<file path="config.mk">
export PLATFORM = sky130hd
export DESIGN_NAME = pl0rme_ctrl
export DESIGN_NICKNAME = d
export VERILOG_FILES = /design/src/design/pl0rme_pkg.sv /design/src/design/pl0rme_ctrl.sv
export SDC_FILE = /design/constraint.sdc
export NUM_CORES = 1
export LEC_CHECK = 0
export BUFFER_PORTS_ARGS = -buffer_cell sky130_fd_sc_hd__buf_2
export CAP_MARGIN = 10
export CELL_PAD_IN_SITES_DETAIL_PLACEMENT = 0
export CELL_PAD_IN_SITES_GLOBAL_PLACEMENT = 1
export CORE_UTILIZATION = 30
export CTS_CLUSTER_DIAMETER = 100
export DETAILED_ROUTE_END_ITERATION = 12
export HOLD_SLACK_MARGIN = 0.05
export PLACE_DENSITY_LB_ADDON = 0.1
export SLEW_MARGIN = 40
export SYNTH_ARGS = -nofsm -noshare
export SYNTH_HDL_FRONTEND = slang
export SYNTH_SLANG_ARGS = --single-unit
</file>
<file path="constraint.sdc">
create_clock -name i_clk -period 1.84 [get_ports i_clk]
set_input_delay 0.092 -clock i_clk [delete_from_list [all_inputs] [get_ports i_clk]]
set_output_delay 0.092 -clock i_clk [all_outputs]
set_load 0.1 [all_outputs]
</file>
<file path="src/design/pl0rme_pkg.sv">
package pl0rme_pkg;

    // Opcodes
    localparam logic [4:0] OP_LIT = 5'd1;
    localparam logic [4:0] OP_RTN = 5'd2;
    localparam logic [4:0] OP_LOD = 5'd3;
    localparam logic [4:0] OP_STO = 5'd4;
    localparam logic [4:0] OP_CAL = 5'd5;
    localparam logic [4:0] OP_INC = 5'd6;
    localparam logic [4:0] OP_JMP = 5'd7;
    localparam logic [4:0] OP_JPC = 5'd8;
    localparam logic [4:0] OP_OUT = 5'd9;
    localparam logic [4:0] OP_IN  = 5'd10;
    localparam logic [4:0] OP_HLT = 5'd11;
    localparam logic [4:0] OP_NEG = 5'd12;
    localparam logic [4:0] OP_ADD = 5'd13;
    localparam logic [4:0] OP_SUB = 5'd14;
    localparam logic [4:0] OP_MUL = 5'd15;
    localparam logic [4:0] OP_DIV = 5'd16;
    localparam logic [4:0] OP_ODD = 5'd17;
    localparam logic [4:0] OP_MOD = 5'd18;
    localparam logic [4:0] OP_EQL = 5'd19;
    localparam logic [4:0] OP_NEQ = 5'd20;
    localparam logic [4:0] OP_LSS = 5'd21;
    localparam logic [4:0] OP_LEQ = 5'd22;
    localparam logic [4:0] OP_GTR = 5'd23;
    localparam logic [4:0] OP_GEQ = 5'd24;

    // Error codes
    localparam logic [2:0] ERR_NONE   = 3'd0;
    localparam logic [2:0] ERR_OPCODE = 3'd1;
    localparam logic [2:0] ERR_ZDIV   = 3'd2;
    localparam logic [2:0] ERR_STACK  = 3'd3;
    localparam logic [2:0] ERR_PC     = 3'd4;

    // Frame events
    localparam logic [1:0] EV_NONE = 2'd0;
    localparam logic [1:0] EV_CALL = 2'd1;
    localparam logic [1:0] EV_RET  = 2'd2;

    typedef enum logic [4:0] {
        S_CLEAR,
        S_IDLE,
        S_IDX1,
        S_IDX2,
        S_IDX3,
        S_READ,
        S_READ_R,
        S_DISPATCH,
        S_WALK,
        S_WALK_DATA,
        S_LOD_ADDR,
        S_RTN_CHK,
        S_RTN_NB,
        S_DIV,
        S_EXEC,
        S_CAL_WR,
        S_DONE
    } t_state;

    typedef struct packed {
        logic clr;
        logic latch;
        logic show_halt;
        logic rd_ab;
        logic rd_r;
        logic walk_rd;
        logic walk_take;
        logic lod_rd;
        logic rtn_rd3;
        logic rtn_rd4;
        logic div_start;
        logic div_step;
        logic exec;
        logic cal_wr;
        logic stack_fault;
    } t_cmd;

    typedef struct packed {
        logic [4:0] op;
        logic       halted;
        logic       clr_last;
        logic       walk_zero;
        logic       walk_addr_bad;
        logic       link_bad;
        logic       lod_bad;
        logic       rtn_bad;
        logic       b_zero;
        logic       div_last;
        logic       cal_go;
        logic       cal_last;
    } t_stat;

endpackage

</file>
<file path="src/design/pl0rme_ctrl.sv">
module pl0rme_ctrl
    import pl0rme_pkg::*;
(
    input  logic  i_clk,
    input  logic  i_rst_n,
    input  logic  i_valid,
    output logic  o_ready,
    output logic  o_valid,
    input  logic  i_ready,
    input  t_stat i_stat,
    output t_cmd  o_cmd
);

    t_state r_state;
    t_state n_state;

    always_ff @(posedge i_clk) begin
        if (!i_rst_n) begin
            r_state <= S_CLEAR;
        end else begin
            r_state <= n_state;
        end
    end

    // next state
    always_comb begin
        n_state = r_state;
        case (r_state)
            S_CLEAR: begin
                if (i_stat.clr_last) n_state = S_IDLE;
            end
            S_IDLE: begin
                if (i_valid) n_state = i_stat.halted ? S_DONE : S_IDX1;
            end
            S_IDX1:   n_state = S_IDX2;
            S_IDX2:   n_state = S_IDX3;
            S_IDX3:   n_state = S_READ;
            S_READ:   n_state = S_READ_R;
            S_READ_R: n_state = S_DISPATCH;
            S_DISPATCH: begin
                if (i_stat.op == OP_LOD || i_stat.op == OP_STO || i_stat.op == OP_CAL) begin
                    n_state = S_WALK;
                end else if (i_stat.op == OP_RTN) begin
                    n_state = S_RTN_CHK;
                end else if ((i_stat.op == OP_DIV || i_stat.op == OP_MOD) && !i_stat.b_zero) begin
                    n_state = S_DIV;
                end else begin
                    n_state = S_EXEC;
                end
            end
            S_WALK: begin
                if (i_stat.walk_zero) begin
                    n_state = (i_stat.op == OP_LOD) ? S_LOD_ADDR : S_EXEC;
                end else if (i_stat.walk_addr_bad) begin
                    n_state = S_DONE;
                end else begin
                    n_state = S_WALK_DATA;
                end
            end
            S_WALK_DATA: n_state = i_stat.link_bad ? S_DONE : S_WALK;
            S_LOD_ADDR:  n_state = i_stat.lod_bad ? S_DONE : S_EXEC;
            S_RTN_CHK:   n_state = i_stat.rtn_bad ? S_DONE : S_RTN_NB;
            S_RTN_NB:    n_state = S_EXEC;
            S_DIV: begin
                if (i_stat.div_last) n_state = S_EXEC;
            end
            S_EXEC:   n_state = i_stat.cal_go ? S_CAL_WR : S_DONE;
            S_CAL_WR: begin
                if (i_stat.cal_last) n_state = S_DONE;
            end
            S_DONE: begin
                if (i_ready) n_state = S_IDLE;
            end
            default: n_state = S_IDLE;
        endcase
    end

    // commands
    always_comb begin
        o_cmd   = '0;
        o_ready = 1'b0;
        o_valid = 1'b0;
        case (r_state)
            S_CLEAR: o_cmd.clr = 1'b1;
            S_IDLE: begin
                o_ready         = 1'b1;
                o_cmd.latch     = i_valid;
                o_cmd.show_halt = i_valid && i_stat.halted;
            end
            S_READ:   o_cmd.rd_ab = 1'b1;
            S_READ_R: o_cmd.rd_r  = 1'b1;
            S_DISPATCH: begin
                o_cmd.div_start = (i_stat.op == OP_DIV || i_stat.op == OP_MOD) && !i_stat.b_zero;
            end
            S_WALK: begin
                if (!i_stat.walk_zero) begin
                    o_cmd.stack_fault = i_stat.walk_addr_bad;
                    o_cmd.walk_rd     = !i_stat.walk_addr_bad;
                end
            end
            S_WALK_DATA: begin
                o_cmd.stack_fault = i_stat.link_bad;
                o_cmd.walk_take   = !i_stat.link_bad;
            end
            S_LOD_ADDR: begin
                o_cmd.stack_fault = i_stat.lod_bad;
                o_cmd.lod_rd      = !i_stat.lod_bad;
            end
            S_RTN_CHK: begin
                o_cmd.stack_fault = i_stat.rtn_bad;
                o_cmd.rtn_rd3     = !i_stat.rtn_bad;
            end
            S_RTN_NB: o_cmd.rtn_rd4  = 1'b1;
            S_DIV:    o_cmd.div_step = 1'b1;
            S_EXEC:   o_cmd.exec     = 1'b1;
            S_CAL_WR: o_cmd.cal_wr   = 1'b1;
            S_DONE:   o_valid        = 1'b1;
            default:  o_cmd          = '0;
        endcase
    end

endmodule

</file>
==> results.json <==
{
  "post_drt_via_cell_ratio": 5.500,
  "vias": 1045,
  "cap_violations": 0,
  "cts.sinks": 5,
  "grt_first_pass_wirelength_um": 4291,
  "wirelength_um": 2593,
  "critPathArrivalTime_ns": 1.71,
  "syn_area_um2": 725.7,
  "fp.dieH_um": 51.19,
  "start_kind": "register",
  "ys_warn_count": 0,
  "firstDrtPassIters": 4,
  "yosysUniqueCellTypes": 44,
  "outcome": "finished, final reports clean",
  "fp-row-count": 17,
  "syn_avg_cell_area_um2": 6.846,
  "areaGrowthSynthToFinish_pct": 96.21,
  "clk_pin_slew_ns": 0.05,
  "vdd_drop_max_v": 0.0004282,
  "fin_ws_ns": 0.03602,
  "worstMarginPinSlew_ns": 0.4867,
  "syn-num-nets": 126,
  "synth_top_area_cell": "dfxtp_1",
  "async_reset_ff_frac": 0,
  "cp-startpoint": "r_state[4]",
  "netlist.area_leader.share": 0.1379,
  "p_leak_uw": 0.0005638,
  "synthCells": 106,
  "drt_iter0_markers": 16,
  "tritoncts": "yes",
  "largest_reg_flops": 5,
  "slowest_stage": "or3b_4",
  "top_regs": "r_state (5)",
  "cp.required_ns": 1.75,
  "place_ws_ns": 0.1039,
  "io_pins": 37,
  "antenna_found_initial": 0,
  "cts_root_buf": "clkbuf_4",
  "core_area_um2": 2255,
  "route.detailed.drc": 0,
  "p_total_uw": 665.5,
  "final_common_cell": "buf_4",
  "relSlewSlack": 0.6778,
  "grt_usage": 0.2098,
  "place.gp.congestion": 0.8779,
  "dp_hpwl_um": 2075,
  "setup_viol": 0,
  "clockBufferDepth": 2,
  "insertedDiodeCount": 0,
  "cp_cell_sequence": "or3b_4 -> buf_4 -> a21oi_1 -> a221o_2 -> buf_12",
  "multi_input_area_um2": 668.1,
  "regArea_um2": 108.9,
  "rr_startpoint": "r_state[4]",
  "fin_crit_sh": 0.9804,
  "regMostFlops": "r_state",
  "nFillCells": 211,
  "clk_latency_ns": 0.24,
  "crit_buf_inv": 2,
  "wire_per_inst_um": 13.65,
  "synth_edf_count": 0,
  "cts_inserted_buffers": 3,
  "htreeDepth": 1,
  "hp-start": "i_rst_n",
  "worstSetupPathType": "reg -> out",
  "initial_utilization": 0.3219,
  "powerDensity_nw_per_um2": 467.4,
  "min_path_type": "in -> reg",
  "critPathTopFamily": "simple AND/OR/NAND/NOR gates",
  "ys_ff_latch": 5,
  "drive_gt1_frac": 0.5556,
  "dieArea_um2": 2620,
  "hold_viol": 0,
  "critPathMaxStageDelay_ns": 0.44,
  "fmax_ghz": 0.5543,
  "nets": 183,
  "ant_nets": 0,
  "final_cell_mix": "buf_4, buf_2, buf_12, nand2_1, nor2_1",
  "ys_top_cells_by_area": "dfxtp_1, nor2_1, nand3b_1",
  "path_max_fanout": 8,
  "synthFlopType": "dfxtp_1",
  "worstSetupEndpointType": "primary output",
  "cts_hold_buf": 0,
  "fp.dieW_um": 51.19,
  "portBuffers": 36,
  "grt_max_degree": 14,
  "finClkSkew_ns": 0.005679,
  "fin_crit_ns": 1.804,
  "synth_seq_area_share": 0.1379,
  "setup_tns_ns": 0,
  "drv_slew": 0,
  "grt_pass1_vias": 975,
  "overflow": 0
}
-- cell families (layout without fill, tap and decap cells) --
logic type | Yosys count | count (layout) | synth area share
DFF | 5 | 5 | 0.1379
AOI/OAI and AO/OA | 27 | 27 | 0.2517
muxes | 1 | 1 | 0.01379
xor gates and xnor gates | 1 | 1 | 0.01207
and+or+nand+nor | 63 | 63 | 0.5242
buffers and inverters | 9 | 65 | 0.06034
-- layout make-up --
class	instances	area share
inverter	3	0.01054
timing repair buffer	58	0.4007
tap	28	0.02460
multi-input combinational	92	0.4692
clock buffer	4	0.01845
sequential	5	0.07645
-- stage by stage --
step                      instance area, um^2  cells  hold WS, ns    util
after floorplan                         823.3    106       0.2338       -
after global placement                   1350    181       0.3684  0.5988
after detailed placement                 1350    181       0.3718  0.5988
after CTS                                1390    186       0.1153  0.6165
after global routing                     1424    190       0.1221  0.6315
final                                    1424    190       0.1185  0.6315
-- where the power goes --
part | switching (uW) | internal (uW) | total [uW]
logic | 238 | 166 | 404
clock network | 45.8 | 82.0 | 128
registers | 18.1 | 116 | 134
total | 302 | 363 | 665
-- synthesized netlist by cell type (2+ instances only) --
cell type,number
a211oi_1,2
a21oi_1,7
a31oi_1,3
and3_1,3
buf_2,2
clkbuf_1,3
dfxtp_1,5
inv_1,3
nand2_1,8
nand2b_1,4
nand3_1,2
nand3b_1,5
nand4_1,2
nor2_1,14
nor2b_1,4
nor3_1,7
o21ai_0,3
o21ai_1,2
o22ai_1,2
-- path summary, 6_finish.rpt --
path / end / slack, ns / depth (start not counted)
setup / recovery: o_cmd[0] / 0.04 / 5
hold / removal: r_state[1] / 0.12 / 3
setup reg to reg: r_state[0] / 0.10 / 6
hold reg to reg: r_state[0] / 0.67 / 2
-- routing by layer --
layer,up-vias,share of wire,global-route usage
li1,513,-,-
met4,0,0.012,0.05093
met3,4,0.064,0.01190
met5,-,0,0
met2,53,0.51,0.3706
met1,475,0.42,0.2745
-- tightest hold or removal path, delay by kind of cell --
family / cells / cell delay (ns)
buffers and inverters: 1 / 0.11
AO/OA/AOI/OAI: 2 / 0.11
-- what timing repair did --
| item | in CTS | in global routing |
|---|---|---|
| endpoints found under the setup margin | 3 | 8 |
| cloned | 0 | 0 |
| pin swaps | 0 | 1 |
| buffers inserted | 1 | 4 |
| gates resized for setup | 3 | 2 |
Power figures use the tool's default switching activity.
